===== config.mk =====
export PLATFORM = sky130hd
export DESIGN_NAME = pulse_tachometer_rpm_unit
export DESIGN_NICKNAME = d
export VERILOG_FILES = /design/src/hdl/ptach_pkg.sv /design/src/hdl/pulse_tachometer_rpm_unit.sv /design/src/hdl/ptach_div.sv
export SDC_FILE = /design/constraint.sdc
export NUM_CORES = 1
export LEC_CHECK = 0
export ABC_AREA = 1
export ABC_CLOCK_PERIOD_IN_PS = 9200
export BUFFER_PORTS_ARGS = -buffer_cell sky130_fd_sc_hd__buf_2
export CAP_MARGIN = 5
export CORE_MARGIN = 1.5
export CORE_UTILIZATION = 65
export CTS_CLUSTER_DIAMETER = 120
export CTS_CLUSTER_SIZE = 20
export DETAILED_ROUTE_END_ITERATION = 6
export PLACE_DENSITY_LB_ADDON = 0.05
export REMOVE_ABC_BUFFERS = 1
export SLEW_MARGIN = 20
export SYNTH_ARGS = -nofsm -noshare
export SYNTH_HDL_FRONTEND = slang
export SYNTH_SLANG_ARGS = --single-unit

===== constraint.sdc =====
create_clock -name clk -period 9.2 [get_ports clk]
set_clock_uncertainty 0.2 [all_clocks]
set_input_delay 0.92 -clock clk [delete_from_list [all_inputs] [get_ports clk]]
set_output_delay 0.92 -clock clk [all_outputs]
set_load 0.03 [all_outputs]

===== src/hdl/ptach_pkg.sv =====
`timescale 1ns / 1ps

package ptach_pkg;

    localparam int SPEED_BITS = 26;
    localparam int COUNT_BITS = 5;

    localparam logic [SPEED_BITS-1:0] RPM_NUMERATOR = 26'd60000000;
    localparam logic [SPEED_BITS-1:0] RPM_FLOOR     = 26'd50;

    localparam int IN_DATA_BITS  = 40;
    localparam int OUT_DATA_BITS = 32;

    typedef enum logic [1:0] {
        ST_IDLE,
        ST_DIVIDE,
        ST_WRITE
    } ptach_state_t;

    typedef struct packed {
        logic busy;
        logic done;
    } ptach_div_status_t;

endpackage


===== src/hdl/pulse_tachometer_rpm_unit.sv =====
`timescale 1ns / 1ps
// A result comes from a 26-step restoring divider, or is the numerator itself
// when the period is zero.
// The input is ready again only once a result moves to the output register, so
// no new item is taken while the divider runs; a second finished result holds
// the input until the first one is taken.
// Reset: asynchronous, active low; clears the level, edge time and period.
module pulse_tachometer_rpm_unit
    import ptach_pkg::*;
#(
    parameter int TIME_BITS = 32
)
(
    input  logic                     clk,
    input  logic                     rst_n,
    input  logic                     s_tvalid,
    output logic                     s_tready,
    // Fields from bit 0: time_us[31:0], sensor_level[32], zero fill.
    input  logic [IN_DATA_BITS-1:0]  s_tdata,
    output logic                     m_tvalid,
    input  logic                     m_tready,
    // Fields from bit 0: speed_rpm[25:0], edge_seen[26], zero fill.
    output logic [OUT_DATA_BITS-1:0] m_tdata
);

    ptach_state_t          state_reg;
    ptach_state_t          state_next;
    logic                  level_reg;
    logic [TIME_BITS-1:0]  edge_time_reg;
    logic [TIME_BITS-1:0]  period_reg;
    logic [TIME_BITS-1:0]  period_next;
    logic                  rising_reg;
    logic [SPEED_BITS-1:0] speed_reg;
    logic [SPEED_BITS-1:0] speed_next;
    logic                  m_valid_reg;
    logic [SPEED_BITS-1:0] m_speed_reg;
    logic                  m_edge_reg;

    logic                  accept;
    logic                  load_out;
    logic [TIME_BITS-1:0]  now;
    logic                  sensor_level;
    logic                  rising;
    logic [TIME_BITS-1:0]  elapsed;
    logic                  div_start;
    ptach_div_status_t     div_status;
    logic [SPEED_BITS-1:0] div_quotient;

    assign now          = TIME_BITS'(s_tdata[31:0]);
    assign sensor_level = s_tdata[32];
    assign rising       = sensor_level && !level_reg;
    assign elapsed      = now - edge_time_reg;

    always_comb
    begin
        if (rising || (elapsed > period_reg))
        begin
            period_next = elapsed;
        end
        else
        begin
            period_next = period_reg;
        end
    end

    always_comb
    begin
        state_next = state_reg;
        s_tready   = 1'b0;
        div_start  = 1'b0;
        load_out   = 1'b0;
        speed_next = speed_reg;
        unique case (state_reg)
            ST_IDLE:
            begin
                s_tready = 1'b1;
                if (s_tvalid)
                begin
                    if (period_next == '0)
                    begin
                        speed_next = RPM_NUMERATOR;
                        state_next = ST_WRITE;
                    end
                    else
                    begin
                        div_start  = 1'b1;
                        state_next = ST_DIVIDE;
                    end
                end
            end
            ST_DIVIDE:
            begin
                if (div_status.done)
                begin
                    speed_next = (div_quotient < RPM_FLOOR) ? '0 : div_quotient;
                    state_next = ST_WRITE;
                end
            end
            ST_WRITE:
            begin
                if (!m_valid_reg || m_tready)
                begin
                    load_out   = 1'b1;
                    state_next = ST_IDLE;
                end
            end
            default:
            begin
                state_next = ST_IDLE;
            end
        endcase
    end

    assign accept = s_tvalid && s_tready;

    always_ff @(posedge clk or negedge rst_n)
    begin
        if (!rst_n)
        begin
            state_reg     <= ST_IDLE;
            level_reg     <= 1'b0;
            edge_time_reg <= '0;
            period_reg    <= '0;
            m_valid_reg   <= 1'b0;
        end
        else
        begin
            state_reg <= state_next;
            if (accept)
            begin
                level_reg  <= sensor_level;
                period_reg <= period_next;
                if (rising)
                begin
                    edge_time_reg <= now;
                end
            end
            if (load_out)
            begin
                m_valid_reg <= 1'b1;
            end
            else if (m_tready)
            begin
                m_valid_reg <= 1'b0;
            end
        end
    end

    always_ff @(posedge clk)
    begin
        speed_reg <= speed_next;
        if (accept)
        begin
            rising_reg <= rising;
        end
        if (load_out)
        begin
            m_speed_reg <= speed_reg;
            m_edge_reg  <= rising_reg;
        end
    end

    ptach_div #(
        .TIME_BITS (TIME_BITS)
    ) u_div (
        .clk      (clk),
        .rst_n    (rst_n),
        .start    (div_start),
        .divisor  (period_next),
        .status   (div_status),
        .quotient (div_quotient)
    );

    assign m_tvalid = m_valid_reg;
    assign m_tdata  = {{(OUT_DATA_BITS - SPEED_BITS - 1){1'b0}}, m_edge_reg, m_speed_reg};

endmodule


===== src/hdl/ptach_div.sv =====
`timescale 1ns / 1ps

module ptach_div
    import ptach_pkg::*;
#(
    parameter int TIME_BITS = 32
)
(
    input  logic                  clk,
    input  logic                  rst_n,
    input  logic                  start,
    input  logic [TIME_BITS-1:0]  divisor,
    output ptach_div_status_t     status,
    output logic [SPEED_BITS-1:0] quotient
);

    localparam int CMP_BITS = (TIME_BITS > SPEED_BITS) ? TIME_BITS + 1 : SPEED_BITS + 1;

    logic [TIME_BITS-1:0]  divisor_reg;
    logic [SPEED_BITS-1:0] rem_reg;
    logic [SPEED_BITS-1:0] rem_next;
    logic [SPEED_BITS-1:0] quo_reg;
    logic [SPEED_BITS-1:0] quo_next;
    logic [COUNT_BITS-1:0] cnt_reg;
    logic                  busy_reg;
    logic                  done_reg;
    logic [CMP_BITS-1:0]   shifted;
    logic [CMP_BITS-1:0]   divisor_ext;
    logic [CMP_BITS-1:0]   diff;
    logic                  fits;

    // One restoring step per cycle, taking the numerator from its top bit down.
    always_comb
    begin
        shifted     = CMP_BITS'({rem_reg, RPM_NUMERATOR[cnt_reg]});
        divisor_ext = CMP_BITS'(divisor_reg);
        diff        = shifted - divisor_ext;
        fits        = (shifted >= divisor_ext);
        rem_next    = fits ? diff[SPEED_BITS-1:0] : shifted[SPEED_BITS-1:0];
        quo_next    = {quo_reg[SPEED_BITS-2:0], fits};
    end

    always_ff @(posedge clk or negedge rst_n)
    begin
        if (!rst_n)
        begin
            busy_reg <= 1'b0;
            done_reg <= 1'b0;
            cnt_reg  <= '0;
        end
        else
        begin
            done_reg <= 1'b0;
            if (start)
            begin
                busy_reg <= 1'b1;
                cnt_reg  <= COUNT_BITS'(SPEED_BITS - 1);
            end
            else if (busy_reg)
            begin
                cnt_reg <= cnt_reg - 1'b1;
                if (cnt_reg == '0)
                begin
                    busy_reg <= 1'b0;
                    done_reg <= 1'b1;
                end
            end
        end
    end

    always_ff @(posedge clk)
    begin
        if (start)
        begin
            divisor_reg <= divisor;
            rem_reg     <= '0;
            quo_reg     <= '0;
        end
        else if (busy_reg)
        begin
            rem_reg <= rem_next;
            quo_reg <= quo_next;
        end
    end

    assign status.busy = busy_reg;
    assign status.done = done_reg;
    assign quotient    = quo_reg;

endmodule

* Word level (Yosys, flattened, before mapping)
Memories as Yosys holds them, arrays and structs flattened.
Cells that the tools add are included.
** Word-level totals
- Register bits :: 213
- Word-level logic and storage cells :: 73
- Memories :: 1
- Output and inout bits :: 34
- Bits in read-only memories :: 32
- Bits in latches :: 0
- Memory bits (writable) :: 0
- Input bits :: 44
** Cells by class
- $lt $le $gt $ge :: 4
- Multipliers :: 0
- Reduce and logical (&&, ||, !) cells :: 15
- Bitwise operators :: 0
- Equality and inequality tests :: 6
- Multiplexer cells :: 29
- Shifts and indexed selects :: 0
- Divide/modulo/power cells :: 0
- Add/sub/neg operators :: 3
** Memories
- (name not given) :: depth 32, width 1, read ports 1, clocked after memory_dff 0, write ports 0, line ptach_div.sv:35 : shifted = CMP_BITS'({rem_reg, RPM_NUMERATOR[cnt_reg]});
** Operators by type and width (count)
- $mux W26 :: 5
- $pmux W26 S2 :: 1
- $ge A27 B32 Y1 :: 1
- $gt A32 B32 Y1 :: 1
- $logic_not A32 Y1 :: 1
- $mux W32 :: 1
- $sub A32 B32 Y32 :: 1
- $lt A26 B6 Y1 const B :: 1
- $sub A26 B26 Y26 :: 1
- $mux W1 :: 15
- $mux W5 :: 2
- $mux W2 :: 4
- $lt A5 B6 Y1 const B :: 1
- $ne A2 B2 Y1 const B :: 3
- $pmux W2 S3 :: 1
- $reduce_bool A2 Y1 :: 3
- $logic_not A5 Y1 :: 1
- $sub A5 B1 Y5 const B :: 1
- $reduce_and A4 Y1 :: 1
- $reduce_and A3 Y1 :: 1
- $eq A2 B1 Y1 const B :: 1
- $eq A2 B2 Y1 const B :: 1
- $logic_and A1 B1 Y1 :: 2
- $logic_not A1 Y1 :: 2
- 4 further kinds :: 5

* Logic depth before layout (Yosys ltp)
- Word-level depth :: 9
- Gate-level depth with buffers :: 37
- Depth with buffers taken out :: 35

* Modules after synthesis
Synthesis repeated with hierarchy kept, for this count alone.
** Second synthesis, totals
- Cells, all modules :: 1867
- Area, all modules :: 13613.1 um^2
** Modules (own cells, without submodules)
- pulse_tachometer_rpm_unit :: cells each 1119, seq. area each 3323.2 um^2, times used 1, area each 8206.6 um^2
- ptach_div :: cells each 748, seq. area each 2177.1 um^2, times used 1, area each 5406.4 um^2

* Worst setup path before layout
No wires, ideal clock.
- Path kind :: input to register
- Start :: input port s_tdata[0]
- End :: register speed_reg[0], enable pin
- Setup slack :: 4.085 ns
- Stages :: 32
- Required time :: 8.619 ns
- Arrival :: 4.535 ns
- Cells stage by stage :: inv_1 > ha_1 > inv_1 > fa_1 > nand2_1 > nand3_1 > o21ai_2 > o21ai_2 > nand2_1 > nand2_2 > nand2_1 > nand3b_1 > nand2_1 > inv_1 > ha_1 > nand2_1 > nor2_2 > nand2_1 > nor2_2 > nand4_1 > nand2_2 > buf_2 > nand3_1 > nand2_2 > nand2_1 > nor2_1 > nand2_1 > nor2_2 > nand2_2 > nand2_1 > nand2_1 > inv_1
** Between the ends
- Longest elaborated chain between the ends :: 7
** RTL lines
- start, declared :: line pulse_tachometer_rpm_unit.sv:19 : input logic [IN_DATA_BITS-1:0] s_tdata,
- $sub A32 B32 Y32 (*) :: line pulse_tachometer_rpm_unit.sv:52 : assign elapsed = now - edge_time_reg;
- $gt A32 B32 Y1 :: line pulse_tachometer_rpm_unit.sv:56 : if (rising || (elapsed > period_reg))
- $logic_or A1 B1 Y1 :: line pulse_tachometer_rpm_unit.sv:56
- $mux W32 (*) :: line pulse_tachometer_rpm_unit.sv:56
- $logic_not A32 Y1 (*) :: line pulse_tachometer_rpm_unit.sv:79 : if (period_next == '0)
- $ne A2 B2 Y1 (no source line) (*)
- $reduce_and A4 Y1 (no source line) (*)
- end signal, assigned :: line pulse_tachometer_rpm_unit.sv:151 : speed_reg <= speed_next;
- end, declared :: line pulse_tachometer_rpm_unit.sv:33 : logic [SPEED_BITS-1:0] speed_reg;
Every way passes the cells marked *; elsewhere a longest branch is shown, timed or not.
A chain may end at the register's enable or synchronous reset.

* Worst setup path in the final report
- Start :: input port s_tdata[0]
- End :: register u_div.rem_reg[15]
** Between the ends
- Longest elaborated chain between the ends :: 8
** RTL lines
- $sub A32 B32 Y32 (*) :: line pulse_tachometer_rpm_unit.sv:52
- $gt A32 B32 Y1 :: line pulse_tachometer_rpm_unit.sv:56
- $logic_or A1 B1 Y1 :: line pulse_tachometer_rpm_unit.sv:56
- $mux W32 (*) :: line pulse_tachometer_rpm_unit.sv:56
- $logic_not A32 Y1 (*) :: line pulse_tachometer_rpm_unit.sv:79
- $mux W1 (*) :: line pulse_tachometer_rpm_unit.sv:79
- $mux W1 (*) :: line pulse_tachometer_rpm_unit.sv:77 : if (s_tvalid)
- $mux W1 (*) :: line pulse_tachometer_rpm_unit.sv:73 : unique case (state_reg)
- end signal, assigned :: line ptach_div.sv:81 : rem_reg <= rem_next;
- end, declared :: line ptach_div.sv:20 : logic [SPEED_BITS-1:0] rem_reg;
Marked as above.

==> results.toml <==
[status]
status = "completed"

[setup_path]
regToRegSetupSlack_ns = 2.96
crit_top_cell = "nand2_1"
critPathMaxStageDelay_ns = 0.67
worstPathMaxFanout = 65
r2r-start = "edge_time_reg[0]$_DFFE_PN0P_"
rr_worst_depth = 33
crit_required_ns = 9.35
critical_path.startpoint_type = "input pin"
crit_type = "input pin to flip-flop"
r2r_end = "u_div.rem_reg[15]$_SDFFE_PP0P_"
crit_arrival_ns = 6.63
cp_slowest_cell = "inv_6"
endpoint_kind = "flip-flop"

[timing]
finalWorstSetupSlack_ns = 2.71
slew_viol_final = 0
hold_viol_final = 0
finalSetupTns_ns = 0
clock.fmax_ghz = 0.154
setup_viol = 0
fin_crit_sh_pct = 70.5
worst_pin_slew_ns = 1.01
relSlewSlack_pct = 32.6
rsz0062_at_grt = "false"
min_period_ns = 6.49

[synthesis]
syn-cell-area_um2 = 13700
synthArstFlopShare_pct = 35.2
synth-xor-area-share_pct = 2.54
synth.distinct_cells = 50
yosysWarnings = 0
yosys.area_share.simple_pct = 25.9
ys_seq_area_share_pct = 40.2
synthMuxAreaShare_pct = 0.0823
synth_compound_area_share_pct = 11.1
avgSynthCellArea_um2 = 7.75
syn_inst = 1766
synthAdderAreaFrac_pct = 8.89
synth_seq_cells = 213
synth_edf_count = 86
synth_top_family_by_area = "simple AND/OR/NAND/NOR gates"
synth-main-ff-cell = "edfxtp_1"

[placement]
post-place-ws_ns = 2.19
dp_hpwl_um = 20600
portBuffers = 65
dpl_cell_area_um2 = 14100
dp.cells = 2060
gp_congestion = 0.875

[route]
ant_nets = 0
dr_total_vias = 10900
drt-wirelength-per-cell_um = 13.3
wl_um = 27800
drcViolationCount = 0
drt-initial-drc-count = 676
vias_per_cell = 5.23
dr.pass1.iters = 5

[power_and_ir_drop]
p_sw_mw = 2.66
combPwrFrac_pct = 59.9
switching_share_pct = 48.4
peakVddDrop_uv = 207
p_leak_nw = 7.12
intPower_mw = 2.84
p_per_area_nw_per_um2 = 378
seq_power_share_pct = 28.8
power.share.clock_pct = 11.3

[global_route]
grt_usage_pct = 25.8
grt_pass1_vias = 10300
grt-ovfl-total = 0
grt_pass1_wl_um = 46800
antenna_found_initial = 0
grt_max_degree = 76

[cells_and_area]
areaGrowthSynthToFinish_pct = 6.31
fin_cells = 2085
multi_input_area_um2 = 6680
layout.nets = 1947
mostFrequentLayoutCells = "nand2_1 (416), inv_1 (309), nor2_1 (157), a21oi_1 (142), ha_1 (94)"
seq_area_um2 = 5500
stdcell_area_um2 = 14500
final_common_cell = "nand2_1"
drive_gt1_share_pct = 10.2
nFillCells = 1688
antennaDiodeCount = 0
final_util_pct = 71.2

[clock_network]
numCtsBuffers = 14
clkSinkCount = 213
cts_tree = "done"
cts_root_buf = "clkbuf_16"
clock_path_buffers = 3
cts_resized = 0
cts_hold_buffers = 0
clkTransAtPathRegs_ns = 0.09
cts_setup_buffers = 0
clock_latency_ns = 0.47
htreeDepth = 1

[floorplanning]
start_util_pct = 67.0
core-area_um2 = 20400
die_y_um = 148
fp-row-count = 52
die_w_um = 148
dieArea_um2 = 21900
boundaryPins = 78

[worst_hold_path]
min_path_type = "input pin to async pin"

[job]
cap_violations = 0
## power by group through the flow
stage               logic (mW)  clock network (mW)  registers [mW]
finish                    3.29               0.619            1.58
floorplan                 2.47                   0            1.61
CTS                       3.28               0.635            1.58
global placement          3.16                   0            1.58
global route              3.77               0.667            1.61
detailed placement        3.26                   0            1.60
## synthesized netlist by cell type, drive strengths merged, types with 9 or more instances
| library cell | instances | area [um^2] |
|---|---|---|
| nand3 | 71 | 370 |
| dfxtp | 52 | 1040 |
| nor3 | 12 | 65.1 |
| nand4 | 11 | 68.8 |
| clkbuf | 31 | 118 |
| buf | 22 | 220 |
| xor2 | 29 | 269 |
| inv | 316 | 1190 |
| dfrtp | 75 | 1880 |
| nand3b | 12 | 90.1 |
| a21oi | 142 | 711 |
| a21o | 9 | 67.6 |
| o21bai | 9 | 71.3 |
| o211ai | 9 | 67.6 |
| xnor2 | 9 | 78.8 |
| nor2 | 213 | 1180 |
| o21ai | 97 | 500 |
| ha | 94 | 1180 |
| edfxtp | 86 | 2580 |
| nand2 | 433 | 1680 |
## per-stage QoR
step                      hold WS, ns  total power [mW]
final                           0.133              5.49
after global routing            0.146              6.04
after CTS                       0.228              5.50
after detailed placement        0.205              4.86
after global placement          0.200              4.74
after floorplan                 0.200              4.09
## worst max-delay path, delay by kind of cell
kind	cells	cell delay, ns
AND/OR/NAND/NOR	22	2.76
adder cells (fa/ha/maj)	3	0.88
AO/OA/AOI/OAI	3	0.43
buffers and inverters	7	1.61
## worst max path at each step
stage / from / endpoint / slack [ns] / depth (start not counted)
finish: s_tdata[0] / u_div.rem_reg[15]$_SDFFE_PP0P_ / 2.71 / 35
global route: s_tdata[0] / u_div.rem_reg[15]$_SDFFE_PP0P_ / 2.23 / 34
CTS: s_tdata[0] / u_div.rem_reg[15]$_SDFFE_PP0P_ / 2.65 / 35
detailed placement: s_tdata[0] / u_div.rem_reg[15]$_SDFFE_PP0P_ / 2.19 / 35
global placement: s_tdata[0] / u_div.rem_reg[5]$_SDFFE_PP0P_ / 2.26 / 35
floorplan: s_tdata[0] / u_div.divisor_reg[0]$_DFFE_PP_ / 3.61 / 31
## cells by family (layout without fill, tap and decap cells)
family          count (synthesis)  in the layout
buf+inv                       371            416
simple gates                  766            766
mux                             1              1
flops                         213            213
compound gates                280            280
other cells                     1              5
xor+xnor                       38             38
fa+ha+maj                      96             96
## final cells by class
class                   instances  share of cell area, %
multi-input cells            1186                   45.9
clock inverters                 1                 0.0602
clock buffers                  23                   2.79
inverters                     318                   8.24
flip-flops and latches        213                   37.8
well taps                     270                   2.32
repair buffers                 74                   2.86
## per-layer routing
| metal | routed length, um | vias up | track usage, % |
|---|---|---|---|
| met4 | 621 | 0 | 7.48 |
| li1 | - | 5671 | - |
| met1 | 12300 | 4947 | 33.1 |
| met2 | 13800 | 250 | 46.4 |
| met3 | 1040 | 40 | 2.58 |
| met5 | 0 | - | 0 |
Note: power is estimated with default switching activity, not from simulation.
